File: src/rtl/nrbp_pkg.sv
// Package for the nearest ray/box pick unit.
// Holds the payload structs, fixed-point widths and register indexes.
// No dependencies.
package nrbp_pkg;

   localparam int COORD_W   = 32;
   localparam int TAG_W     = 16;
   localparam int FRAC_W    = 16;
   localparam int DIST_W    = COORD_W - 1;
   localparam int CSR_IDX_W = 3;
   localparam int CNT_W     = $clog2(COORD_W);
   localparam int MAG_W     = COORD_W + 2;

   localparam logic signed [COORD_W-1:0] COORD_MAX = {1'b0, {(COORD_W-1){1'b1}}};
   localparam logic signed [COORD_W-1:0] COORD_MIN = {1'b1, {(COORD_W-1){1'b0}}};

   localparam logic [CSR_IDX_W-1:0] CSR_ORIGIN_X = CSR_IDX_W'(0);
   localparam logic [CSR_IDX_W-1:0] CSR_ORIGIN_Y = CSR_IDX_W'(1);
   localparam logic [CSR_IDX_W-1:0] CSR_ORIGIN_Z = CSR_IDX_W'(2);
   localparam logic [CSR_IDX_W-1:0] CSR_DIR_X    = CSR_IDX_W'(3);
   localparam logic [CSR_IDX_W-1:0] CSR_DIR_Y    = CSR_IDX_W'(4);
   localparam logic [CSR_IDX_W-1:0] CSR_DIR_Z    = CSR_IDX_W'(5);

   typedef struct packed {
      logic signed [COORD_W-1:0] box_center_x;
      logic signed [COORD_W-1:0] box_center_y;
      logic signed [COORD_W-1:0] box_center_z;
      logic signed [COORD_W-1:0] box_size_x;
      logic signed [COORD_W-1:0] box_size_y;
      logic signed [COORD_W-1:0] box_size_z;
      logic [TAG_W-1:0]          selection_tag;
      logic                      last_box;
   } nrbp_box_type;

   typedef struct packed {
      logic              hit_found;
      logic [TAG_W-1:0]  nearest_tag;
      logic [DIST_W-1:0] nearest_distance;
   } nrbp_pick_type;

endpackage

File: src/rtl/nearest_ray_box_pick_unit.sv
// Nearest ray/box pick unit: slab test of a box stream against a ray, keeps nearest hit.
// Uses nrbp_pkg for payload types, widths and register indexes.
//
//   channel  direction  handshake              payload
//   req      in         req_valid / req_stall  nrbp_box_type, one box per transfer
//   rsp      out        rsp_valid / rsp_stall  nrbp_pick_type, one per last box
//   csr      in         csr_valid / csr_ready  csr_index, csr_wdata
//
// A box is accepted in ST_IDLE, and req_stall holds off the next box until the unit is back
// in ST_IDLE. Up to six slab divisions run through one shared restoring divider, and the box
// is closed in ST_FINISH; a parallel axis skips its two divisions, a saturating quotient
// skips its 32 divide steps, and a box with a non-positive size goes straight to ST_FINISH.
// Reset is synchronous; it clears the ray registers and the running best.
// The result register lets the next box start while a result waits under rsp_stall.
module nearest_ray_box_pick_unit
   import nrbp_pkg::*;
(
   input  logic                 clock,
   input  logic                 reset,
   input  logic                 req_valid,
   output logic                 req_stall,
   input  nrbp_box_type         req_data,
   output logic                 rsp_valid,
   input  logic                 rsp_stall,
   output nrbp_pick_type        rsp_data,
   input  logic                 csr_valid,
   output logic                 csr_ready,
   input  logic [CSR_IDX_W-1:0] csr_index,
   input  logic [COORD_W-1:0]   csr_wdata
);

   typedef enum logic [4:0] {
      ST_IDLE   = 5'b00001,
      ST_AXIS   = 5'b00010,
      ST_DIV    = 5'b00100,
      ST_UPDATE = 5'b01000,
      ST_FINISH = 5'b10000
   } state_type;

   state_type                 state_ff, state_in;
   nrbp_box_type              box_ff, box_in;
   logic [1:0]                axis_ff, axis_in;
   logic                      side_ff, side_in;
   logic                      miss_ff, miss_in;
   logic signed [COORD_W-1:0] tmin_ff, tmin_in;
   logic signed [COORD_W-1:0] tmax_ff, tmax_in;
   logic signed [COORD_W-1:0] tfirst_ff, tfirst_in;
   logic [COORD_W-1:0]        rem_ff, rem_in;
   logic [COORD_W-1:0]        quo_ff, quo_in;
   logic [COORD_W-1:0]        dmag_ff, dmag_in;
   logic                      neg_ff, neg_in;
   logic [CNT_W-1:0]          count_ff, count_in;
   logic signed [COORD_W-1:0] best_dist_ff, best_dist_in;
   logic [TAG_W-1:0]          best_tag_ff, best_tag_in;
   logic                      best_valid_ff, best_valid_in;
   logic                      rsp_valid_ff, rsp_valid_in;
   nrbp_pick_type             rsp_data_ff, rsp_data_in;
   logic signed [COORD_W-1:0] origin_ff [3];
   logic signed [COORD_W-1:0] origin_in [3];
   logic signed [COORD_W-1:0] dir_ff [3];
   logic signed [COORD_W-1:0] dir_in [3];

   logic signed [COORD_W-1:0] cen, size, org, dir, half, t_sat, t_lo, t_hi;
   logic signed [COORD_W+1:0] lo, hi, org_ext;
   logic signed [COORD_W+2:0] diff, diff_neg;
   logic [MAG_W-1:0]          diff_mag;
   logic [COORD_W-1:0]        rem_start, num_low, dir_mag;
   logic [COORD_W:0]          dir_neg;
   logic [COORD_W+1:0]        trial;
   logic                      trial_ok, overflow, sizes_bad, outside, last_axis;
   logic                      hit, take;
   logic signed [COORD_W-1:0] nb_dist;
   logic [TAG_W-1:0]          nb_tag;
   logic                      nb_valid;

   assign req_stall = (state_ff != ST_IDLE);
   assign csr_ready = 1'b1;
   assign rsp_valid = rsp_valid_ff;
   assign rsp_data  = rsp_data_ff;

   always_comb begin
      case (axis_ff)
         2'd0: begin
            cen  = box_ff.box_center_x;
            size = box_ff.box_size_x;
         end
         2'd1: begin
            cen  = box_ff.box_center_y;
            size = box_ff.box_size_y;
         end
         default: begin
            cen  = box_ff.box_center_z;
            size = box_ff.box_size_z;
         end
      endcase
      org = origin_ff[axis_ff];
      dir = dir_ff[axis_ff];

      sizes_bad = (box_ff.box_size_x <= 0) || (box_ff.box_size_y <= 0) ||
                  (box_ff.box_size_z <= 0);
      half      = size >>> 1;
      lo        = {{2{cen[COORD_W-1]}}, cen} - {{2{half[COORD_W-1]}}, half};
      hi        = {{2{cen[COORD_W-1]}}, cen} + {{2{half[COORD_W-1]}}, half};
      org_ext   = {{2{org[COORD_W-1]}}, org};
      outside   = (org_ext < lo) || (org_ext > hi);
      last_axis = (axis_ff == 2'd2);

      diff      = side_ff ? ({hi[COORD_W+1], hi} - {{3{org[COORD_W-1]}}, org})
                          : ({lo[COORD_W+1], lo} - {{3{org[COORD_W-1]}}, org});
      diff_neg  = -diff;
      diff_mag  = diff[COORD_W+2] ? diff_neg[MAG_W-1:0] : diff[MAG_W-1:0];
      rem_start = {{(COORD_W-(MAG_W-(COORD_W-FRAC_W))){1'b0}},
                   diff_mag[MAG_W-1:COORD_W-FRAC_W]};
      num_low   = {diff_mag[COORD_W-FRAC_W-1:0], {FRAC_W{1'b0}}};
      dir_neg   = -{dir[COORD_W-1], dir};
      dir_mag   = dir[COORD_W-1] ? dir_neg[COORD_W-1:0] : dir;
      overflow  = (rem_start >= dir_mag);

      trial     = {1'b0, rem_ff, quo_ff[COORD_W-1]} - {2'b00, dmag_ff};
      trial_ok  = !trial[COORD_W+1];

      if (neg_ff) begin
         t_sat = (quo_ff > COORD_MIN) ? COORD_MIN : -$signed(quo_ff);
      end else begin
         t_sat = quo_ff[COORD_W-1] ? COORD_MAX : $signed(quo_ff);
      end
      t_lo = (tfirst_ff < t_sat) ? tfirst_ff : t_sat;
      t_hi = (tfirst_ff < t_sat) ? t_sat : tfirst_ff;

      hit      = !miss_ff && (tmin_ff <= tmax_ff) && !tmax_ff[COORD_W-1];
      take     = hit && (!best_valid_ff || (tmin_ff < best_dist_ff));
      nb_valid = best_valid_ff || take;
      nb_dist  = take ? tmin_ff : best_dist_ff;
      nb_tag   = take ? box_ff.selection_tag : best_tag_ff;
   end

   always_comb begin
      state_in      = state_ff;
      box_in        = box_ff;
      axis_in       = axis_ff;
      side_in       = side_ff;
      miss_in       = miss_ff;
      tmin_in       = tmin_ff;
      tmax_in       = tmax_ff;
      tfirst_in     = tfirst_ff;
      rem_in        = rem_ff;
      quo_in        = quo_ff;
      dmag_in       = dmag_ff;
      neg_in        = neg_ff;
      count_in      = count_ff;
      best_dist_in  = best_dist_ff;
      best_tag_in   = best_tag_ff;
      best_valid_in = best_valid_ff;
      rsp_valid_in  = rsp_valid_ff && rsp_stall;
      rsp_data_in   = rsp_data_ff;
      origin_in     = origin_ff;
      dir_in        = dir_ff;

      if (csr_valid && csr_ready) begin
         case (csr_index)
            CSR_ORIGIN_X: origin_in[0] = csr_wdata;
            CSR_ORIGIN_Y: origin_in[1] = csr_wdata;
            CSR_ORIGIN_Z: origin_in[2] = csr_wdata;
            CSR_DIR_X:    dir_in[0]    = csr_wdata;
            CSR_DIR_Y:    dir_in[1]    = csr_wdata;
            CSR_DIR_Z:    dir_in[2]    = csr_wdata;
            default: begin
            end
         endcase
      end

      case (state_ff)
         ST_IDLE: begin
            if (req_valid) begin
               box_in   = req_data;
               axis_in  = 2'd0;
               side_in  = 1'b0;
               miss_in  = 1'b0;
               tmin_in  = '0;
               tmax_in  = COORD_MAX;
               state_in = ST_AXIS;
            end
         end
         ST_AXIS: begin
            if (sizes_bad) begin
               miss_in  = 1'b1;
               state_in = ST_FINISH;
            end else if (dir == 0) begin
               if (outside) begin
                  miss_in  = 1'b1;
                  state_in = ST_FINISH;
               end else if (last_axis) begin
                  state_in = ST_FINISH;
               end else begin
                  axis_in = axis_ff + 2'd1;
               end
            end else begin
               rem_in   = rem_start;
               quo_in   = overflow ? '1 : num_low;
               dmag_in  = dir_mag;
               neg_in   = diff[COORD_W+2] ^ dir[COORD_W-1];
               count_in = '0;
               state_in = overflow ? ST_UPDATE : ST_DIV;
            end
         end
         ST_DIV: begin
            rem_in   = trial_ok ? trial[COORD_W-1:0] : {rem_ff[COORD_W-2:0], quo_ff[COORD_W-1]};
            quo_in   = {quo_ff[COORD_W-2:0], trial_ok};
            count_in = count_ff + 1'b1;
            if (count_ff == CNT_W'(COORD_W - 1)) begin
               state_in = ST_UPDATE;
            end
         end
         ST_UPDATE: begin
            if (!side_ff) begin
               tfirst_in = t_sat;
               side_in   = 1'b1;
               state_in  = ST_AXIS;
            end else begin
               tmin_in  = (t_lo > tmin_ff) ? t_lo : tmin_ff;
               tmax_in  = (t_hi < tmax_ff) ? t_hi : tmax_ff;
               side_in  = 1'b0;
               if (last_axis) begin
                  state_in = ST_FINISH;
               end else begin
                  axis_in  = axis_ff + 2'd1;
                  state_in = ST_AXIS;
               end
            end
         end
         ST_FINISH: begin
            if (!box_ff.last_box) begin
               best_valid_in = nb_valid;
               best_dist_in  = nb_dist;
               best_tag_in   = nb_tag;
               state_in      = ST_IDLE;
            end else if (!(rsp_valid_ff && rsp_stall)) begin
               rsp_valid_in                 = 1'b1;
               rsp_data_in.hit_found        = nb_valid;
               rsp_data_in.nearest_tag      = nb_valid ? nb_tag : '0;
               rsp_data_in.nearest_distance = nb_valid ? nb_dist[DIST_W-1:0] : '0;
               best_valid_in                = 1'b0;
               best_dist_in                 = COORD_MAX;
               best_tag_in                  = '0;
               state_in                     = ST_IDLE;
            end
         end
         default: begin
            state_in = ST_IDLE;
         end
      endcase
   end

   always_ff @(posedge clock) begin
      box_ff      <= box_in;
      tmin_ff     <= tmin_in;
      tmax_ff     <= tmax_in;
      tfirst_ff   <= tfirst_in;
      rem_ff      <= rem_in;
      quo_ff      <= quo_in;
      dmag_ff     <= dmag_in;
      neg_ff      <= neg_in;
      count_ff    <= count_in;
      rsp_data_ff <= rsp_data_in;
      if (reset) begin
         state_ff      <= ST_IDLE;
         axis_ff       <= 2'd0;
         side_ff       <= 1'b0;
         miss_ff       <= 1'b0;
         best_dist_ff  <= COORD_MAX;
         best_tag_ff   <= '0;
         best_valid_ff <= 1'b0;
         rsp_valid_ff  <= 1'b0;
         origin_ff     <= '{default: '0};
         dir_ff        <= '{default: '0};
      end else begin
         state_ff      <= state_in;
         axis_ff       <= axis_in;
         side_ff       <= side_in;
         miss_ff       <= miss_in;
         best_dist_ff  <= best_dist_in;
         best_tag_ff   <= best_tag_in;
         best_valid_ff <= best_valid_in;
         rsp_valid_ff  <= rsp_valid_in;
         origin_ff     <= origin_in;
         dir_ff        <= dir_in;
      end
   end

endmodule
File: config.mk
export PLATFORM = sky130hd
export DESIGN_NAME = nearest_ray_box_pick_unit
export DESIGN_NICKNAME = d
export VERILOG_FILES = /design/src/rtl/nrbp_pkg.sv /design/src/rtl/nearest_ray_box_pick_unit.sv
export SDC_FILE = /design/constraint.sdc
export NUM_CORES = 2
export LEC_CHECK = 0
export BUFFER_PORTS_ARGS = -buffer_cell sky130_fd_sc_hd__buf_2
export CAP_MARGIN = 0
export CORE_ASPECT_RATIO = 1.5
export CORE_MARGIN = 2
export CORE_UTILIZATION = 45
export DETAILED_ROUTE_END_ITERATION = 10
export GPL_ROUTABILITY_DRIVEN = 0
export GPL_TIMING_DRIVEN = 0
export SLEW_MARGIN = 20
export SYNTH_ARGS = -nofsm -noshare
export SYNTH_HDL_FRONTEND = slang
export SYNTH_SLANG_ARGS = --single-unit
File: constraint.sdc
create_clock -name clock -period 13.3 [get_ports clock]
set_input_delay 2.66 -clock clock [delete_from_list [all_inputs] [get_ports clock]]
set_output_delay 2.66 -clock clock [all_outputs]
set_load 0.01 [all_outputs]
== After elaboration in Yosys (flattened, before gate mapping) ==
Index checks and enable logic that the tools add are counted.

* Bits in registers: 706
* Latch bits: 0
* RAM bits: 0
* Memory bits (read-only): 0
* Bits of input ports: 249
* Word-level logic and storage cells: 202
* Memories: 0

* Add/sub/neg operators: 10
* $mul: 0
* Divide/modulo/power cells: 0
* Order comparisons: 13
* Eq/ne operators: 28
* Shift operators: 0
* Mux-type cells: 71
* Bitwise gates (word level): 6
* Reductions and logical operators: 40

{| class="wikitable"
|+ Operators by type and width
! operator !! count
|-
| 32-bit 2-to-1 mux || 24
|-
| 32-bit one-hot mux with 2 select lines || 6
|-
| 32-bit binary-select mux with 2-bit select || 2
|-
| 33-bit by 32-bit subtractor with 34-bit output || 3
|-
| 32-bit by 1-bit less-or-equal comparator with 1-bit output, second input constant || 3
|-
| 32-bit less-than comparator || 3
|-
| 32-bit negator || 2
|-
| 5-bit 2-to-1 mux || 12
|-
| 16-bit 2-to-1 mux || 3
|-
| 35-bit 2-to-1 mux || 1
|-
| 34-bit 2-to-1 mux || 1
|-
| 34-bit negator || 1
|-
| 32-bit by 31-bit adder with 33-bit output || 1
|-
| 32-bit by 33-bit > comparator with 1-bit output || 1
|-
| 32-bit by 33-bit less-than comparator with 1-bit output || 1
|-
| 32-bit by 31-bit subtractor with 33-bit output || 1
|-
| 18-bit by 32-bit greater-or-equal comparator with 1-bit output || 1
|-
| 32-bit > comparator || 1
|-
| 32-bit > comparator, second input constant || 1
|-
| 32-bit less-or-equal comparator || 1
|-
| 32-bit zero test || 1
|-
| 31-bit 2-to-1 mux || 1
|-
| 5-bit one-hot mux with 5 select lines || 1
|-
| 2-bit inequality test, second input constant || 10
|-
| 36 further kinds || 86
|}

== Logic depth before layout (Yosys ltp) ==
* Word-level depth: 13
* Gate-level depth with buffers: 55

== Worst setup path after synthesis ==
Ideal clock, no wire load.

* Kind: in2reg
* Start point: input port req_valid
* End point: register box_ff[0] in the netlist's numbering, enable pin
* Library setup time: 0.784 ns
* Arrival time: 11.313 ns
* Data required time: 12.516 ns
* Setup slack: 1.203 ns
* Stages on the path: 2
* Cell sequence: inv_1 -> nor2_1

* Word-level cells in the longest chain between the ends: 1

{| class="wikitable"
|+ Ends and longest elaborated chain
! item !! line !! text
|-
| start, declared || nearest_ray_box_pick_unit.sv:20 || <nowiki>input logic req_valid,</nowiki>
|-
| 2-bit AND reduction (no line) || -- ||
|-
| end signal, assigned || nearest_ray_box_pick_unit.sv:255 || <nowiki>box_ff <= box_in;</nowiki>
|-
| end, declared || nearest_ray_box_pick_unit.sv:41 || <nowiki>nrbp_box_type box_ff, box_in;</nowiki>
|}

No other way between the ends.
A chain may end at the register's enable or synchronous reset.

== Final worst setup path ==
* Start point: register axis_ff[1]
* End point: register quo_ff[26] (data pin)

* Word-level cells in the longest chain between the ends: 13
* Elaborated cells between the ends (all ways): 25
* Those cells by class: add/sub (6); order compare (1); eq/ne (1); mux (15); bitwise (1); reduce/logical (1)

{| class="wikitable"
|+ Ends and longest elaborated chain
! item !! line !! text
|-
| start, declared || nearest_ray_box_pick_unit.sv:42 || <nowiki>logic [1:0] axis_ff, axis_in;</nowiki>
|-
| start signal, assigned || nearest_ray_box_pick_unit.sv:278 || <nowiki>axis_ff <= axis_in;</nowiki>
|-
| branches (longest 9 deep; another with 33-bit by 32-bit subtractor with 34-bit output) || -- ||
|-
| 32-bit 2-to-1 mux * || nearest_ray_box_pick_unit.sv:199 || <nowiki>quo_in = overflow ? '1 : num_low;</nowiki>
|-
| 32-bit 2-to-1 mux * || nearest_ray_box_pick_unit.sv:188 || <nowiki>end else if (dir == 0) begin</nowiki>
|-
| 32-bit 2-to-1 mux * || nearest_ray_box_pick_unit.sv:185 || <nowiki>if (sizes_bad) begin</nowiki>
|-
| 32-bit one-hot mux with 2 select lines * || nearest_ray_box_pick_unit.sv:172 || <nowiki>case (state_ff)</nowiki>
|-
| via quo_in[26] || nearest_ray_box_pick_unit.sv:49 || <nowiki>logic [COORD_W-1:0] quo_ff, quo_in;</nowiki>
|-
| end signal, assigned || nearest_ray_box_pick_unit.sv:260 || <nowiki>quo_ff <= quo_in;</nowiki>
|-
| end, declared || nearest_ray_box_pick_unit.sv:49 ||
|}

Mark *: on every way through the listed nets, which the timed path passes. The select of a mux whose other input is x is not followed.

==> impl_metrics.csv <==
group,metric,value,unit
run_status,status,"complete, no violations",
finish,drive_gt1_frac,0.105,
yosys,seq_area_frac_synth,0.427,
yosys,syn_area,43800,sq um
critical_path,crit_required,13720,ps
yosys,syn_area_per_cell,9.13,sq um
yosys,synth_edf_count,455,
sta,fin_skew,34.2,ps
routing,viasPerCell,5.54,
finish,fin_cells,6526,
finish,final_util,0.513,
clocking,cts_setup_buffers,0,
pwr,comb_power_share,0.528,
routing,first_iter_violations,1945,
critical_path,cp.arrival,12900,ps
clocking,hold_buffers,0,
routing,antenna_left,0,
yosys,synth_top_family_by_area,"compound AO/OA/AOI/OAI gates",
floorplan,die_height,386,um
flow_run,drv_cap,0,
sta,slew_violations,0,
finish,layout.nets,5785,
clocking,cts_max_level,3,
global_route,track_usage,0.254,
yosys,syn-num-nets,5399,
floorplan,die_w,259,um
sta,hold_viol_final,0,
routing,drt_pass1_iterations,5,
sta,slew_headroom,0.160,
sta,whs,453,ps
critical_path,cp_max_fo,10,
clocking,cts_tree,"done",
pwr,p_seq_frac,0.267,
floorplan,num_rows,140,
pwr,p_leak,20.7,nW
pwr,p_per_area,209,nW/um^2
yosys,synthSimpleGateAreaFrac,0.174,
finish,layout_common_cells,"735 x nand2_1, 487 x a21oi_1, 455 x edfxtp_1",
clocking,root_buffer,"clkbuf_16",
global_route,gr-total-overflow,0,
clocking,clock_path_buffers,3,
yosys,synthArstFlopShare,0,
yosys,synth_cell_types,101,
worst_hold_path,hold_class,"flop to flop",
critical_path,crit_type,"flop to flop",
routing,wire_per_inst,19.8,um
floorplan,initial_core_util,0.452,
critical_path,cpMostUsedCell,"a21oi_1",
pwr,irDropWorstVdd,0.000151,V
global_route,grt_pass1_wl,197000,um
clocking,path_clk_slew,70,ps
global_route,grt_max_degree,49,
routing,routed_wl,129000,um
yosys,yosys.area_share.adder,0.101,
critical_path,start_kind,"flop",
routing,drc,0,
global_route,antenna_found_initial,4,
floorplan,core_area,96900,sq um
yosys,synth_xor_area_frac,0.0346,
global_route,grt_pass1_vias,35400,
critical_path,max_stage_delay,550,ps
critical_path,cpMaxStageDelayCell,"a2111oi_0",
place,portBuffers,298,
floorplan,die-area,99900,sq um
routing,via_count,36100,
clocking,cts_made_buffers,74,
finish,fillers,9139,
yosys,synthMuxAreaShare,0.0385,
sta,rsz0062_at_grt,"no",
floorplan,pin_count,300,
finish,mostFrequentLayoutCell,"nand2_1",
sta,max_clock_freq,0.0801,GHz
sta,min_period,12480,ps
pwr,p_sw,4.37,mW
yosys,synthCells,4798,
place,dpl.hpwl,104000,um
pwr,switching_share,0.421,
place,dp_cells,6388,
sta,fin_crit_sh,0.939,
sta,finalSetupViolCount,0,
yosys,yosysWarningCount,0,
sta,setup-tns-final,0,ps
pwr,power.share.clock,0.205,
critical_path,endpoint_kind,"flop",
yosys,ys_ff_latch,706,
clocking,worst_skew_pair.late_latency,680,ps
pwr,internal_power,6.01,mW
yosys,synth_compound_area_frac,0.178,
yosys,ys.flop_type,"edfxtp_1",
clocking,clkSinkCount,706,
finish,areaGrowthSynthToFinish,13.5,%
sta,worstMarginPinSlew,1240,ps
-- cell type report --
| type | instances | area (sq um) | share of cell area |
|---|---|---|---|
| Multi-Input combinational cell | 3567 | 23100 | 0.465 |
| Sequential cell | 706 | 18700 | 0.376 |
| Clock buffer | 97 | 1970 | 0.0396 |
| Timing Repair Buffer | 312 | 1790 | 0.0360 |
| Tap cell | 1278 | 1600 | 0.0322 |
| Inverter | 290 | 1090 | 0.0219 |
| Buffer | 233 | 985 | 0.0198 |
| Clock inverter | 40 | 469 | 0.00944 |
| Antenna cell | 3 | 7.51 | 0.000151 |
-- cell families after synthesis --
family                     Yosys count
DFF                                706
adders and majority gates          352
AOI/OAI and AO/OA                 1235
other                                1
and+or+nand+nor                   1639
muxes                              167
xor gates and xnor gates           173
buffers and inverters              525
-- state kept, by name (all words and copies together), names as in the netlist, 2 cells and up --
register,cells
tmax_ff,32
count_ff,5
quo_ff,32
best_dist_ff,32
origin_ff,96
box_ff,209
tmin_ff,32
axis_ff,2
dir_ff,96
dmag_ff,32
tfirst_ff,32
state_ff,5
rem_ff,32
rsp_data,48
best_tag_ff,16
-- worst max-delay path: cells and delay by family (launching register included) --
| family | cells | cell delay [ps] |
|---|---|---|
| flip-flops | 1 | 330 |
| AND/OR/NAND/NOR | 7 | 1480 |
| adder cells (fa/ha/maj) | 5 | 1520 |
| XOR/XNOR | 2 | 430 |
| buffers and inverters | 11 | 2420 |
| AO/OA/AOI/OAI | 26 | 6000 |
-- routing by layer --
metal / part of all wire / vias to the layer above / track usage
li1: - / 18000 / -
met1: 0.37 / 17000 / 0.263
met2: 0.54 / 841 / 0.494
met3: 0.033 / 289 / 0.0274
met4: 0.057 / 2 / 0.143
met5: 0.00010 / - / 0
-- final timing paths --
| path | start | to | slack, ps | cells past startpoint |
|---|---|---|---|---|
| worst min-delay path | dir_ff[37] | dir_ff[37] | 450 | 2 |
| worst max register to register | axis_ff[1] | quo_ff[26] | 820 | 51 |
| worst max-delay path | axis_ff[1] | quo_ff[26] | 820 | 51 |
| worst min register to register | dir_ff[37] | dir_ff[37] | 450 | 2 |
-- repair_timing --
item,CTS,global route
setup endpoints to repair,32,34
endpoints found under the hold margin,0,0
gates resized for setup,6,10
pin swaps,0,0
-- power groups by stage --
stage	sequential [mW]	clock (mW)	combinational [mW]
floorplan	2.83	0	3.92
global placement	2.88	0	5.31
detailed placement	2.82	0	5.44
CTS	2.77	2.17	5.47
global route	2.79	2.24	6.03
finish	2.77	2.13	5.48
-- synth_stat cells (all sizes together) (51+ instances only) --
library cell    n  area [sq um]
a21oi         489          2450
nor2          338          1270
inv           290          1090
o21ai         185           930
nand2b         54           338
xnor2         115          1010
dfxtp         251          5020
ha            347          4340
and2           67           419
nor3           96           490
clkbuf        175           657
nand2         736          2760
a21o          131           988
mux2i         155          1550
nand4          51           325
edfxtp        455         13700
xor2           58           508
buf            60           322
-- through the flow --
step	total power, mW	worst slack [ps]	cell area (sq um)
3_5_place_dp	8.26	-358	47200
6_report	10.4	815	49700
3_3_place_gp	8.19	-2940	46900
5_1_grt	11.1	58.6	49700
2_1_floorplan	6.75	1200	43800
4_1_cts	10.4	71.3	49700
(Power assumes the default switching activity.)
